### config.mk
export PLATFORM = sky130hd
export DESIGN_NAME = calendar_clock_tick_top
export DESIGN_NICKNAME = d
export VERILOG_FILES = /design/src/hdl/cct_pkg.sv /design/src/hdl/calendar_clock_tick_top.sv /design/src/hdl/cct_step.sv
export SDC_FILE = /design/constraint.sdc
export NUM_CORES = 1
export LEC_CHECK = 0
export ABC_AREA = 1
export BUFFER_PORTS_ARGS = -buffer_cell sky130_fd_sc_hd__buf_2
export CORE_ASPECT_RATIO = 2
export CORE_MARGIN = 4
export CORE_UTILIZATION = 55
export CTS_CLUSTER_DIAMETER = 150
export DETAILED_ROUTE_END_ITERATION = 12
export GPL_TIMING_DRIVEN = 0
export PLACE_DENSITY = 0.74
export REMOVE_ABC_BUFFERS = 1
export SYNTH_ARGS = -nofsm -noshare
export SYNTH_HDL_FRONTEND = slang
export SYNTH_SLANG_ARGS = --single-unit
export TNS_END_PERCENT = 30
### constraint.sdc
create_clock -name clk -period 10.7 [get_ports clk]
set_clock_uncertainty 0.1 [all_clocks]
set_input_delay 1.605 -clock clk [delete_from_list [all_inputs] [get_ports clk]]
set_output_delay 1.605 -clock clk [all_outputs]
set_load 0.1 [all_outputs]
### src/hdl/cct_pkg.sv
// ----------------------------------------------------------------------------
// cct_pkg
// Item types, calendar constants and small date helper functions for the
// calendar clock tick block.
// ----------------------------------------------------------------------------
package cct_pkg;

  localparam logic [5:0]  SEC_LAST   = 6'd59;
  localparam logic [5:0]  MIN_LAST   = 6'd59;
  localparam logic [4:0]  HOUR_LAST  = 5'd23;
  localparam logic [3:0]  MONTH_LAST = 4'd12;
  localparam logic [13:0] YEAR_MAX   = 14'd16383;
  localparam logic [13:0] YEAR_DFLT  = 14'd1000;

  localparam logic [3:0]  MONTH_FEB  = 4'd2;
  localparam logic [3:0]  MONTH_APR  = 4'd4;
  localparam logic [3:0]  MONTH_JUN  = 4'd6;
  localparam logic [3:0]  MONTH_SEP  = 4'd9;
  localparam logic [3:0]  MONTH_NOV  = 4'd11;

  localparam logic [5:0]  RST_SECOND = 6'd0;
  localparam logic [5:0]  RST_MINUTE = 6'd0;
  localparam logic [4:0]  RST_HOUR   = 5'd0;
  localparam logic [4:0]  RST_DAY    = 5'd1;
  localparam logic [3:0]  RST_MONTH  = 4'd1;
  localparam logic [13:0] RST_YEAR   = 14'd1970;

  // reciprocal of 25 scaled by 2^17, exact floor for 14-bit years
  localparam logic [12:0] RECIP_25   = 13'd5243;

  typedef enum logic {
    CMD_TICK = 1'b0,
    CMD_LOAD = 1'b1
  } cmd_t;

  typedef struct packed {
    cmd_t        cmd;
    logic [5:0]  set_second;
    logic [5:0]  set_minute;
    logic [4:0]  set_hour;
    logic [4:0]  set_day;
    logic [3:0]  set_month;
    logic [13:0] set_year;
  } in_item_t;

  typedef struct packed {
    logic [5:0]  cur_second;
    logic [5:0]  cur_minute;
    logic [4:0]  cur_hour;
    logic [4:0]  cur_day;
    logic [3:0]  cur_month;
    logic [13:0] cur_year;
  } out_item_t;

  // gregorian leap year: by 4 and not by 100, or by 400
  function automatic logic is_leap(input logic [13:0] year);
    logic [26:0] prod;
    logic [9:0]  quo;
    logic [14:0] back;
    logic        by25;
    prod = year * RECIP_25;
    quo  = prod[26:17];
    back = {1'b0, quo, 4'b0000} + {2'b00, quo, 3'b000} + {5'b00000, quo};
    by25 = (back == {1'b0, year});
    return (year[1:0] == 2'b00) && (!by25 || (year[3:0] == 4'b0000));
  endfunction

  function automatic logic [4:0] month_len(input logic [3:0] month, input logic leap);
    logic [4:0] len;
    if (month == MONTH_FEB) begin
      len = leap ? 5'd29 : 5'd28;
    end else if ((month == MONTH_APR) || (month == MONTH_JUN) ||
                 (month == MONTH_SEP) || (month == MONTH_NOV)) begin
      len = 5'd30;
    end else begin
      len = 5'd31;
    end
    return len;
  endfunction

endpackage

### src/hdl/calendar_clock_tick_top.sv
// ----------------------------------------------------------------------------
// calendar_clock_tick_top
// Time-of-day and calendar counter with tick and checked-load items.
// ----------------------------------------------------------------------------
// usage:
//   in channel  : in_valid / in_ready / in_item, one item per tick or load
//   out channel : out_valid / out_ready / out_item, one result per item, the
//                 time and date after that item
//   an accepted item is captured in an input register; when the output
//   register is free the step logic updates the counters and writes the
//   output register, which raises out_valid and holds the result until
//   out_ready takes it
//   throughput is one item per cycle while out_ready stays high; the single
//   step stage between the input register and the counters sets that figure
//   while the receiver stalls the output register holds its result, and one
//   more item is taken into the input register; after that in_ready drops
//   until out_ready returns
//   synchronous reset (rst_n low) empties both registers and loads the
//   counters with 00:00:00 on 1 January 1970
// ----------------------------------------------------------------------------
module calendar_clock_tick_top (
  input  logic               clk,
  input  logic               rst_n,
  input  logic               in_valid,
  output logic               in_ready,
  input  cct_pkg::in_item_t  in_item,
  output logic               out_valid,
  input  logic               out_ready,
  output cct_pkg::out_item_t out_item
);
  import cct_pkg::*;

  // input register
  logic      s1_valid_r;
  logic      s1_valid_nxt;
  in_item_t  s1_item_r;

  // counters, the live time and date
  out_item_t cnt_r;
  out_item_t cnt_nxt;

  // output register
  logic      out_valid_r;
  logic      out_valid_nxt;
  out_item_t out_item_r;

  logic      out_free;
  logic      step_en;
  logic      in_take;

  // output register is free when empty or being drained this cycle
  assign out_free = !out_valid_r || out_ready;
  // the input register item moves through the step logic when it has room
  assign step_en  = s1_valid_r && out_free;
  assign in_ready = !s1_valid_r || out_free;
  assign in_take  = in_valid && in_ready;

  assign s1_valid_nxt  = in_take || (s1_valid_r && !out_free);
  assign out_valid_nxt = step_en || (out_valid_r && !out_ready);

  cct_step u_step (
    .cur  (cnt_r),
    .item (s1_item_r),
    .nxt  (cnt_nxt)
  );

  always_ff @(posedge clk) begin
    if (!rst_n) begin
      s1_valid_r       <= 1'b0;
      out_valid_r      <= 1'b0;
      cnt_r.cur_second <= RST_SECOND;
      cnt_r.cur_minute <= RST_MINUTE;
      cnt_r.cur_hour   <= RST_HOUR;
      cnt_r.cur_day    <= RST_DAY;
      cnt_r.cur_month  <= RST_MONTH;
      cnt_r.cur_year   <= RST_YEAR;
    end else begin
      s1_valid_r  <= s1_valid_nxt;
      out_valid_r <= out_valid_nxt;
      if (step_en) begin
        cnt_r <= cnt_nxt;
      end
    end
  end

  // payload registers, no reset needed
  always_ff @(posedge clk) begin
    if (in_take) begin
      s1_item_r <= in_item;
    end
    if (step_en) begin
      out_item_r <= cnt_nxt;
    end
  end

  assign out_valid = out_valid_r;
  assign out_item  = out_item_r;

  // a result always carries in-range time and date fields
  a_time_range: assert property (@(posedge clk) disable iff (!rst_n)
    out_valid_r |-> (out_item_r.cur_second <= SEC_LAST) &&
                    (out_item_r.cur_minute <= MIN_LAST) &&
                    (out_item_r.cur_hour <= HOUR_LAST))
    else $error("result time field out of range");

  a_date_range: assert property (@(posedge clk) disable iff (!rst_n)
    out_valid_r |-> (out_item_r.cur_day != 5'd0) &&
                    (out_item_r.cur_month != 4'd0) &&
                    (out_item_r.cur_month <= MONTH_LAST) &&
                    (out_item_r.cur_year != 14'd0))
    else $error("result date field out of range");

  // a step always lands in the output register
  a_step_lands: assert property (@(posedge clk) disable iff (!rst_n)
    step_en |=> out_valid_r && (out_item_r == cnt_r))
    else $error("stepped item missing from output register");

  // counters change only when an item is stepped
  a_cnt_hold: assert property (@(posedge clk) disable iff (!rst_n)
    !step_en |=> $stable(cnt_r))
    else $error("counters moved without an item");

  // a held input item is never overwritten
  a_s1_hold: assert property (@(posedge clk) disable iff (!rst_n)
    (s1_valid_r && !out_free) |=> s1_valid_r && $stable(s1_item_r))
    else $error("input register lost a waiting item");

endmodule

### src/hdl/cct_step.sv
// ----------------------------------------------------------------------------
// cct_step
// Next time and date for one item: one-second advance with carries, or a
// checked load of all fields.
// ----------------------------------------------------------------------------
module cct_step (
  input  cct_pkg::out_item_t cur,
  input  cct_pkg::in_item_t  item,
  output cct_pkg::out_item_t nxt
);
  import cct_pkg::*;

  out_item_t  tick_v;
  out_item_t  load_v;
  logic [4:0] tick_len;
  logic [4:0] load_len;
  logic [13:0] load_year;
  logic [3:0]  load_month;

  // tick path
  always_comb begin
    tick_len = month_len(cur.cur_month, is_leap(cur.cur_year));
    tick_v   = cur;
    if (cur.cur_second < SEC_LAST) begin
      tick_v.cur_second = cur.cur_second + 6'd1;
    end else begin
      tick_v.cur_second = 6'd0;
      if (cur.cur_minute < MIN_LAST) begin
        tick_v.cur_minute = cur.cur_minute + 6'd1;
      end else begin
        tick_v.cur_minute = 6'd0;
        if (cur.cur_hour < HOUR_LAST) begin
          tick_v.cur_hour = cur.cur_hour + 5'd1;
        end else begin
          tick_v.cur_hour = 5'd0;
          if (cur.cur_day < tick_len) begin
            tick_v.cur_day = cur.cur_day + 5'd1;
          end else begin
            tick_v.cur_day = 5'd1;
            if (cur.cur_month < MONTH_LAST) begin
              tick_v.cur_month = cur.cur_month + 4'd1;
            end else begin
              tick_v.cur_month = 4'd1;
              if (cur.cur_year < YEAR_MAX) begin
                tick_v.cur_year = cur.cur_year + 14'd1;
              end
            end
          end
        end
      end
    end
  end

  // load path, day checked against the already-corrected month and year
  always_comb begin
    load_year  = (item.set_year != 14'd0) ? item.set_year : YEAR_DFLT;
    load_month = ((item.set_month >= 4'd1) && (item.set_month <= MONTH_LAST)) ?
                 item.set_month : 4'd1;
    load_len   = month_len(load_month, is_leap(load_year));
    load_v.cur_second = (item.set_second <= SEC_LAST) ? item.set_second : 6'd0;
    load_v.cur_minute = (item.set_minute <= MIN_LAST) ? item.set_minute : 6'd0;
    load_v.cur_hour   = (item.set_hour <= HOUR_LAST) ? item.set_hour : 5'd0;
    load_v.cur_month  = load_month;
    load_v.cur_year   = load_year;
    load_v.cur_day    = ((item.set_day >= 5'd1) && (item.set_day <= load_len)) ?
                        item.set_day : 5'd1;
  end

  always_comb begin
    unique case (item.cmd)
      CMD_LOAD: nxt = load_v;
      CMD_TICK: nxt = tick_v;
      default:  nxt = tick_v;
    endcase
  end

endmodule
# Word-level counts from Yosys, hierarchy flattened

Index checks and enable logic that the tools add are counted.

Equal/unequal tests: 12
Reduce and logical (&&, ||, !) cells: 31
Div/mod/pow operators: 0
Magnitude comparators: 13
Multipliers: 2
Shifts and indexed selects: 0
Mux-type cells: 24
Add/subtract/negate cells: 10
Bitwise operators: 1

Operators by type and width:

| kind                                                                   | number |
|---|---|
| 40-bit case mux with 2 select lines                                    | 1 |
| 14-bit by 13-bit multiplier with 27-bit output (second input constant) | 2 |
| 14-bit 2-to-1 mux                                                      | 3 |
| 34-bit 2-to-1 mux                                                      | 1 |
| 14-bit by 13-bit adder with 15-bit output                              | 2 |
| 15-bit by 10-bit adder with 15-bit output                              | 2 |
| 15-bit by 14-bit equality test with 1-bit output                       | 2 |
| 5-bit 2-to-1 mux                                                       | 6 |
| 28-bit 2-to-1 mux                                                      | 1 |
| 6-bit 2-to-1 mux                                                       | 4 |
| 23-bit 2-to-1 mux                                                      | 1 |
| 18-bit 2-to-1 mux                                                      | 1 |
| 4-bit by 3-bit equality test with 1-bit output (second input constant) | 4 |
| 4-bit equality test (second input constant)                            | 4 |
| 14-bit by 1-bit adder with 14-bit output (second input constant)       | 1 |
| 14-bit less-than comparator (second input constant)                    | 1 |
| 14-bit nonzero test                                                    | 1 |
| 6-bit by 1-bit adder with 6-bit output (second input constant)         | 2 |
| 6-bit less-or-equal comparator (second input constant)                 | 2 |
| 1-bit logical OR                                                       | 12 |
| 6-bit less-than comparator (second input constant)                     | 2 |
| 5-bit by 1-bit adder with 5-bit output (second input constant)         | 2 |
| 4-bit by 2-bit equality test with 1-bit output (second input constant) | 2 |
| 1-bit logical AND                                                      | 8 |
| other kinds (15)                                                       | 26 |

Latch bits: 0
Bits in writable memories: 0
Input bits: 45
Flip-flop bits (word level): 123
Output and inout bits: 42
Memories kept: 0
Memory bits (read-only): 0
Word-level logic and storage cells: 114

# Logic depth before layout (Yosys ltp)

Gate-level depths: netlist of the first run.

Word-level depth: 15
Mapped depth: 57
Depth with buffers taken out: 56

# Hierarchy

Synthesis of the first run repeated with hierarchy kept, for this count alone.

Cell total of the unflattened synthesis: 1752
Area total of the unflattened synthesis: 14869.3 um^2

Modules (own cells, without submodules):

| module                  | area an instance (um^2) | times used | cells each | sequential area each (um^2) |
|---|---|---|---|---|
| cct_step                | 10593.9                 | 1          | 1415       | 0.0 |
| calendar_clock_tick_top | 4275.4                  | 1          | 337        | 3273.1 |

# Least setup slack after synthesis of the first run

Ideal clock, no wire load.

Path type: register to register
From: register s1_item_r[1] (netlist bit)
To: register cnt_r[22] (netlist bit)
Clock period less this slack: 8844 ps
Buffers on the path: 1
Arrival: 8629 ps
Stages on the path, launching flop included: 50
Slack: 1856 ps
Library setup time: 115 ps
Path through: edfxtp_1 > inv_1 > ha_1 > nand4_1 > nor2_1 > clkbuf_1 > nor2_1 > inv_1 > fa_1 > ha_1 > fa_1 > fa_1 > inv_1 > fa_1 > inv_1 > ha_1 > a21oi_1 > o21ai_0 > (+14 left out) > a21oi_1 > o21bai_1 > a21oi_1 > o21ai_0 > xnor2_1 > and3_1 > nand3_1 > nand2_1 > a21oi_1 > ha_1 > a21oi_1 > o2111ai_1 > nand3_1 > inv_1 > nand2_1 > o21ai_0 > o21ai_0 > inv_1

RTL lines:

| item                     | line                          | RTL |
|---|---|---|
| start: declaration       | calendar_clock_tick_top.sv:36 | `in_item_t s1_item_r;` |
| start signal: assignment | calendar_clock_tick_top.sv:89 | `s1_item_r <= in_item;` |
| end signal: assignment   | calendar_clock_tick_top.sv:81 | `cnt_r <= cnt_nxt;` |
| end: declaration         | calendar_clock_tick_top.sv:39 | `out_item_t cnt_r;` |

==> results.sh, run 1 <==
export IMPL_clockRootBuffer="clkbuf_16"
export IMPL_cp_arrival_ns=10.49
export IMPL_clk_path_buf_depth=2
export IMPL_clk_pin_slew_ns=0.06
export IMPL_synth_seq_cells=123
export IMPL_synth_edf_count=81
export IMPL_hold_viol=0
export IMPL_die_y_um=237
export IMPL_clock_latency_ns=0.43
export IMPL_vias=11568
export IMPL_fp_row_count=83
export IMPL_cts_made_buffers=17
export IMPL_antenna_found_initial=0
export IMPL_viasPerCell=5.49
export IMPL_synth_distinct_cells=58
export IMPL_postCtsHoldBufs=0
export IMPL_worstRegToRegCells=49
export IMPL_portBuffers=86
export IMPL_crit_path_top_delay_cell="fa_1"
export IMPL_dpl_hpwl_mm=30.4
export IMPL_cts_tree="yes"
export IMPL_final_nets=2185
export IMPL_core_area_sq_mm=0.0258
export IMPL_cp_required_ns=10.91
export IMPL_clock_fmax_mhz=97.3
export IMPL_fin_crit_sh_pct=96.0
export IMPL_cp_common_cell="inv_1"
export IMPL_avgSynthCellArea_sq_um=8.71
export IMPL_synthToLayoutAreaGrowth_pct=11.1
export IMPL_wirelength_mm=36.7
export IMPL_synth_main_ff_cell="edfxtp_1"
export IMPL_status="complete, no violations"
export IMPL_worst_pin_slew_ns=1.13
export IMPL_diodes=0
export IMPL_crit_type="reg2reg"
export IMPL_dieArea_sq_mm=0.0291
export IMPL_die_w_um=123
export IMPL_max_cap_violations=0
export IMPL_grt_max_degree=48
export IMPL_drc=0
export IMPL_slew_headroom_pct=24.7
export IMPL_min_period_ns=10.28
export IMPL_cts_sinks=123
export IMPL_yosysWarningCount=0
export IMPL_fin_util_pct=62.3
export IMPL_grt_usage_pct=26.2
export IMPL_synthesis_area_sq_mm=0.0144
export IMPL_final_max_slew_viol_count=0
export IMPL_async_reset_ff_share_pct=0
export IMPL_final_common_cell="inv_1"
export IMPL_tns_ns=0
export IMPL_start_util_pct=56.1
export IMPL_dr_pass1_iters=8
export IMPL_syn_inst=1658
export IMPL_cp_end_kind="register"
export IMPL_grt_pass1_wl_mm=58.8
export IMPL_wl_per_cell_um=17.4
export IMPL_io_pins=87
export IMPL_worstSetupStartpointType="register"
export IMPL_drive_gt1_share_pct=10.2
export IMPL_overflow=0
export IMPL_initialDrtViolationCount=661
export IMPL_worstPathMaxFanout=7
export IMPL_hold_class="reg2reg"
export IMPL_ys_seq_area_share_pct=22.7
export IMPL_grt_pass1_vias=12211
export IMPL_critPathMaxStageDelay_ns=0.56
export IMPL_hold_depth=2
export IMPL_place_congestion=0.956
export IMPL_final_cell_mix="409 x inv_1, 250 x ha_1, 231 x nand2_1"
export IMPL_setup_viol=0
export IMPL_htree_levels=4
export IMPL_drt_antenna_violating_nets=0
## kinds of logic after synthesis
group,count (synthesis),synth area share (%)
buffers and inverters,442,11.6
and+or+nand+nor,436,13.3
adders and majority gates,387,40.7
AOI/OAI and AO/OA,220,8.58
DFF,123,22.7
xor gates and xnor gates,50,3.13
## metal layers
layer	vias up	GRT usage (%)	routed length, um
li1	5475	-	-
met3	169	2.86	1360
met2	402	49.8	20400
met1	5522	24.7	11500
met5	-	0	0
met4	0	20.1	3400
## cells in the mapped netlist, types with 32 or more instances
cell type	n	share of area (%)
inv_1	415	11
dfxtp_1	42	5.8
ha_1	250	22
xor2_1	32	1.9
a21oi_1	95	3.3
nand2_1	234	6.1
o21ai_0	58	2.0
fa_1	137	19
edfxtp_1	81	17
nor2_1	75	1.9
nand3_1	69	2.4
## critical path, delay by kind of cell, from the launching register on
kind                       cells  cell delay (ns)
buffers and inverters          8             0.86
AOI/OAI and AO/OA             14             2.21
and+or+nand+nor               15             2.07
adders and majority gates     10             4.01
xor gates and xnor gates       2             0.51
DFF                            1             0.39
## sequential cells by signal, summed over array words and instances (netlist names)
name and cells:
out_item 40, out_valid 1, s1_item_r 41, cnt_r 40, s1_valid_r 1
## stage by stage
stage / area, sq um / instances / hold WS, ns / setup WS [ns]
floorplan: 14300 / 1635 / 0.343 / 1.72
global placement: 15200 / 2061 / 0.352 / -0.0537
detailed placement: 15200 / 2063 / 0.381 / -0.138
CTS: 15800 / 2095 / 0.391 / 0.0423
global route: 16000 / 2106 / 0.431 / -0.0746
finish: 16000 / 2106 / 0.388 / 0.424
## final timing paths
kind	start	end	slack, ns
worst min register to register	s1_valid_r	out_valid	0.39
worst max-delay path	s1_item_r[0]	cnt_r[22]	0.42
worst min-delay path	s1_valid_r	out_valid	0.39
worst max register to register	s1_item_r[0]	cnt_r[22]	0.42
## cell type report
class / instances / area (sq um)
clock buffers: 18 / 429
multi-input cells: 1094 / 9580
well taps: 340 / 425
inverters: 419 / 1580
flip-flops and latches: 123 / 3270
fillers: 2281 / 9720
clock inverters: 14 / 183
repair buffers: 98 / 566
## repair_timing
action	in CTS	in global routing
setup buffers	0	9
cloned	0	1
pin swaps	0	6
endpoints found under the setup margin	8	10
endpoints found under the hold margin	0	0
gates resized for setup	2	24
Power of run 1 is not shown: default switching activity piles up to over one toggle a cycle in this logic, so the estimate is an artifact.
==> inputs of run 2 (changes only) <==
- CAP_MARGIN: unset -> 20
- SYNTH_HIERARCHICAL: unset -> 1
==> run 2 against run 1 <==
  * Sequential cell count did not move
  * First-iteration DRC count shrank 3.2%
  * Largest cell class unchanged
  * Synthesized cell count increased by 5.7%
  * Clock-buffer cell count decreased by 1
  * Worst hold slack got worse by 0.0021 ns
==> results.sh, run 2 <==
export IMPL_status="complete, no violations"
export IMPL_final_cell_mix="413 x inv_1, 270 x nand2_1, 248 x ha_1"
export IMPL_cts_sinks=123
export IMPL_drt_antenna_violating_nets=0
export IMPL_place_congestion=0.990
export IMPL_final_common_cell="inv_1"
export IMPL_grt_max_degree=74
export IMPL_synthToLayoutAreaGrowth_pct=10.3
export IMPL_synthAdderAreaFrac_pct=39.3
export IMPL_regMostFlops="s1_item_r"
export IMPL_crit_path_top_delay_cell="fa_1"
export IMPL_synth_edf_count=81
export IMPL_synthesis_area_sq_mm=0.0149
export IMPL_netlist_top_cells_area="ha_1 21%, fa_1 18%, edfxtp_1 16%"
export IMPL_yosys_area_top_type="ha_1"
export IMPL_viasPerCell=5.52
export IMPL_min_period_ns=10.25
export IMPL_worstPathMaxFanout=11
export IMPL_grt_pass1_vias=12595
export IMPL_clk_pin_slew_ns=0.06
export IMPL_grt_usage_pct=26.5
export IMPL_clk_path_buf_depth=2
export IMPL_hold_class="reg2reg"
export IMPL_initialDrtViolationCount=640
export IMPL_synth_xor_area_share_pct=3.19
export IMPL_cp_arrival_ns=10.52
export IMPL_n_fill_cell=2300
export IMPL_synthSimpleGateAreaFrac_pct=16.2
export IMPL_clockRootBuffer="clkbuf_16"
export IMPL_hold_viol=0
export IMPL_synth_seq_cells=123
export IMPL_postCtsHoldBufs=0
export IMPL_dr_pass1_iters=7
export IMPL_die_w_um=124
export IMPL_core_area_sq_mm=0.0265
export IMPL_synth_distinct_cells=53
export IMPL_fin_crit_sh_pct=95.8
export IMPL_htree_levels=4
export IMPL_overflow=0
export IMPL_antenna_found_initial=0
export IMPL_crit_type="reg2reg"
export IMPL_wl_per_cell_um=18.1
export IMPL_drive_gt1_share_pct=9.98
export IMPL_start_util_pct=56.1
export IMPL_dieArea_sq_mm=0.0299
export IMPL_cp_end_kind="register"
export IMPL_final_max_slew_viol_count=0
export IMPL_setup_viol=0
export IMPL_dpl_hpwl_mm=32.4
export IMPL_synth_mux_area_share_pct=0.0757
export IMPL_hold_ws_ns=0.386
export IMPL_yosys_cell_count_top_type="inv_1"
export IMPL_max_cap_violations=0
export IMPL_wirelength_mm=39.8
export IMPL_final_nets=2271
export IMPL_worstRegToRegCells=57
export IMPL_worst_pin_slew_ns=1.09
export IMPL_clock_latency_ns=0.44
export IMPL_cp_common_cell="nand2_1"
export IMPL_ys_seq_area_share_pct=22.0
export IMPL_synth_main_ff_cell="edfxtp_1"
export IMPL_synthTopCellsByCount="420 x inv_1, 271 x nand2_1, 250 x ha_1"
export IMPL_fp_row_count=84
export IMPL_syn_inst=1752
export IMPL_critPathMaxStageDelay_ns=0.54
export IMPL_yosysWarningCount=6
export IMPL_cts_made_buffers=17
export IMPL_clock_fmax_mhz=97.6
export IMPL_worstSetupStartpointType="register"
export IMPL_synth_compound_area_share_pct=7.14
export IMPL_vias=12136
export IMPL_async_reset_ff_share_pct=0
export IMPL_cts_tree="yes"
export IMPL_die_y_um=241
export IMPL_grt_pass1_wl_mm=62.0
export IMPL_portBuffers=86
export IMPL_io_pins=87
export IMPL_synth_top_family_by_area="adder cells"
export IMPL_slew_headroom_pct=27.4
export IMPL_avgSynthCellArea_sq_um=8.49
export IMPL_netlist_area_leader_share_pct=21.0
export IMPL_hold_depth=2
export IMPL_drc=0
export IMPL_largest_reg_flops=41
export IMPL_cp_required_ns=10.97
export IMPL_diodes=0
==> run 2: changes by cell type after synthesis, moves of 4 or more <==
| cell | change |
|---|---|
| a211oi_1 | -4 |
| a21oi_1 | +4 |
| buf_4 | +7 |
| buf_6 | +8 |
| clkbuf_1 | -8 |
| inv_1 | +5 |
| nand2_1 | +37 |
| nand3_1 | +45 |
| nor2_1 | +29 |
| o21ai_0 | -17 |
| o21ai_1 | -10 |
| o21bai_1 | +6 |
==> run 2: cell type report <==
cell class                 instances  area (sq um)  share of cell area [%]
clock buffer                      17           425                    2.59
clock inverter                    15           188                    1.14
inverter                         423          1590                    9.69
multi-input combinational       1176          9930                    60.6
sequential                       123          3270                    20.0
tap                              344           430                    2.63
timing repair buffer              99           561                    3.42
==> run 2: cell families after synthesis <==
group / count (synthesis)
adders and majority gates: 386
AOI/OAI and AO/OA: 189
xor gates and xnor gates: 50
DFF: 123
muxes: 1
and+or+nand+nor: 550
buffers and inverters: 453
==> run 2: routing by layer <==
metal	vias to the layer above	global-route usage (%)	wire [um]	share of wire, %
li1	5752	-	-	-
met1	5783	23.9	12400	31
met2	419	52.9	22300	56
met3	182	2.86	1430	3.6
met4	0	20.4	3540	8.9
met5	-	0	0	0
==> run 2: worst paths after layout <==
check | startpoint | end | slack (ns)
hold reg to reg | cnt_r[33] | cnt_r[33] | 0.39
hold / removal | cnt_r[33] | cnt_r[33] | 0.39
setup reg to reg | s1_item_r[10] | cnt_r[19] | 0.45
setup / recovery | s1_item_r[10] | cnt_r[19] | 0.45
==> run 2: stage by stage <==
step	TNS (ns)	cells	util [%]	cell area (sq um)	worst slack, ns
4_1_cts	0	2186	61.1	16200	0.00961
2_1_floorplan	0	1722	-	14700	1.77
5_1_grt	-0.151	2197	61.9	16400	-0.0797
6_report	0	2197	61.9	16400	0.452
3_3_place_gp	-6.29	2152	58.6	15500	-0.744
3_5_place_dp	-0.592	2154	58.7	15600	-0.197
==> run 2: timing repair <==
item,4_1_cts,5_1_grt
setup buffers,0,11
resized for setup,3,34
pin swaps,0,6
endpoints found under the setup margin,10,10
==> run 2: critical path, delay by kind of cell, from the launching register on <==
family | cells | cell delay, ns
buf+inv | 10 | 1.01
compound gates | 8 | 1.03
flops | 1 | 0.45
fa+ha+maj | 10 | 3.81
simple gates | 27 | 3.25
xor+xnor | 2 | 0.51
Power of run 2 is left out for the same reason.
==> inputs of run 3 (changes only) <==
- REMOVE_ABC_BUFFERS: 1 -> unset
- clock period: 10.7 -> 13.3 ns (I/O delays scaled with it)
==> run 3 against run 2 <==
  * Sequential cell count stayed put
  * Core utilization down 0.38 points
  * Wire length decreased by 1.6%
  * Maximum frequency down 3.0%
  * Critical path type unchanged
  * Sequential share of layout area increased by 0.12 points
  * First-iteration DRC count grew 18%
==> results.sh, run 3 (synthesis results as in run 2) <==
export IMPL_fp_row_count=84
export IMPL_cp_end_kind="register"
export IMPL_fin_cells=2214
export IMPL_htree_levels=4
export IMPL_syn_nets=2183
export IMPL_dpl_hpwl_mm=32.9
export IMPL_antenna_found_initial=1
export IMPL_place_congestion=0.953
export IMPL_min_period_ns=10.56
export IMPL_cts_resized=0
export IMPL_dp_cells=2181
export IMPL_core_area_sq_mm=0.0265
export IMPL_wirelength_mm=39.1
export IMPL_grt_pass1_wl_mm=62.2
export IMPL_setup_viol=0
export IMPL_clk_pin_slew_ns=0.06
export IMPL_cp_arrival_ns=10.81
export IMPL_hold_viol=0
export IMPL_post_cts_buffers=0
export IMPL_die_y_um=241
export IMPL_grt_max_degree=42
export IMPL_viasPerCell=5.47
export IMPL_cts_tree="yes"
export IMPL_cp_required_ns=13.55
export IMPL_clock_latency_ns=0.41
export IMPL_critPathMaxStageDelay_ns=0.77
export IMPL_vias=12103
export IMPL_synthToLayoutAreaGrowth_pct=9.58
export IMPL_clock_fmax_mhz=94.7
export IMPL_rsz0062_at_grt="false"
export IMPL_final_nets=2287
export IMPL_final_max_slew_viol_count=0
export IMPL_wl_per_cell_um=17.7
export IMPL_slew_headroom_pct=33.1
export IMPL_io_pins=87
export IMPL_postCtsHoldBufs=0
export IMPL_drc=0
export IMPL_clockRootBuffer="clkbuf_16"
export IMPL_overflow=0
export IMPL_portBuffers=85
export IMPL_status="complete, no violations"
export IMPL_cts_sinks=123
export IMPL_crit_path_top_delay_cell="nor2_1"
export IMPL_post_dp_cell_area_sq_mm=0.0157
export IMPL_initialDrtViolationCount=757
export IMPL_final_common_cell="inv_1"
export IMPL_crit_type="reg2reg"
export IMPL_tns_ns=0
export IMPL_grt_pass1_vias=12759
export IMPL_cp_common_cell="nand2_1"
export IMPL_worstSetupStartpointType="register"
export IMPL_n_fill_cell=2394
export IMPL_largest_reg_flops=41
export IMPL_worst_pin_slew_ns=1.00
export IMPL_dieArea_sq_mm=0.0299
export IMPL_die_w_um=124
export IMPL_dr_pass1_iters=5
export IMPL_max_cap_violations=0
export IMPL_fin_crit_sh_pct=79.4
export IMPL_drive_gt1_share_pct=8.88
export IMPL_final_cell_mix="418 x inv_1, 271 x nand2_1, 250 x ha_1"
export IMPL_regMostFlops="s1_item_r"
export IMPL_clk_path_buf_depth=2
export IMPL_stdcell_area_sq_mm=0.0163
export IMPL_start_util_pct=56.1
export IMPL_drt_antenna_violating_nets=0
export IMPL_fin_util_pct=61.5
export IMPL_hold_class="reg2reg"
export IMPL_worstPathMaxFanout=10
export IMPL_grt_usage_pct=26.3
export IMPL_cts_made_buffers=17
run 3: worst paths after layout:
path	from	slack, ns	cells past startpoint	endpoint
setup reg to reg	s1_item_r[1]	2.74	56	cnt_r[19]
setup / recovery	s1_item_r[1]	2.74	56	cnt_r[19]
hold / removal	cnt_r[16]	0.38	2	cnt_r[16]
hold reg to reg	cnt_r[16]	0.38	2	cnt_r[16]
run 3: worst max-delay path, delay by kind of cell (launching register included):
family / cells / cell delay [ns]
compound gates: 7 / 1.06
flops: 1 / 0.38
buf+inv: 11 / 1.15
xor+xnor: 2 / 0.45
fa+ha+maj: 10 / 4.03
simple gates: 26 / 3.33
run 3: metrics by stage:
step / worst slack (ns) / hold WS (ns)
finish: 2.74 / 0.384
global route: 1.90 / 0.413
CTS: 2.73 / 0.383
detailed placement: 2.77 / 0.368
global placement: 3.00 / 0.359
floorplan: 4.61 / 0.346
run 3: routing by layer:
layer / GRT usage [%] / wire [um]
met1: 26.0 / 13300
met2: 50.7 / 21400
met3: 3.03 / 1550
met4: 17.8 / 2970
met5: 0 / 0
run 3: area by class of cell:
cell class	instances	area [sq um]	share of cell area [%]
plain buffers	30	208	1.27
inverters	423	1590	9.75
clock buffers	18	429	2.63
clock inverters	14	138	0.845
repair buffers	85	425	2.61
flip-flops and latches	123	3270	20.1
well taps	344	430	2.64
diodes	1	2.50	0.0154
multi-input cells	1176	9800	60.1
Power of run 3 is left out for the same reason.
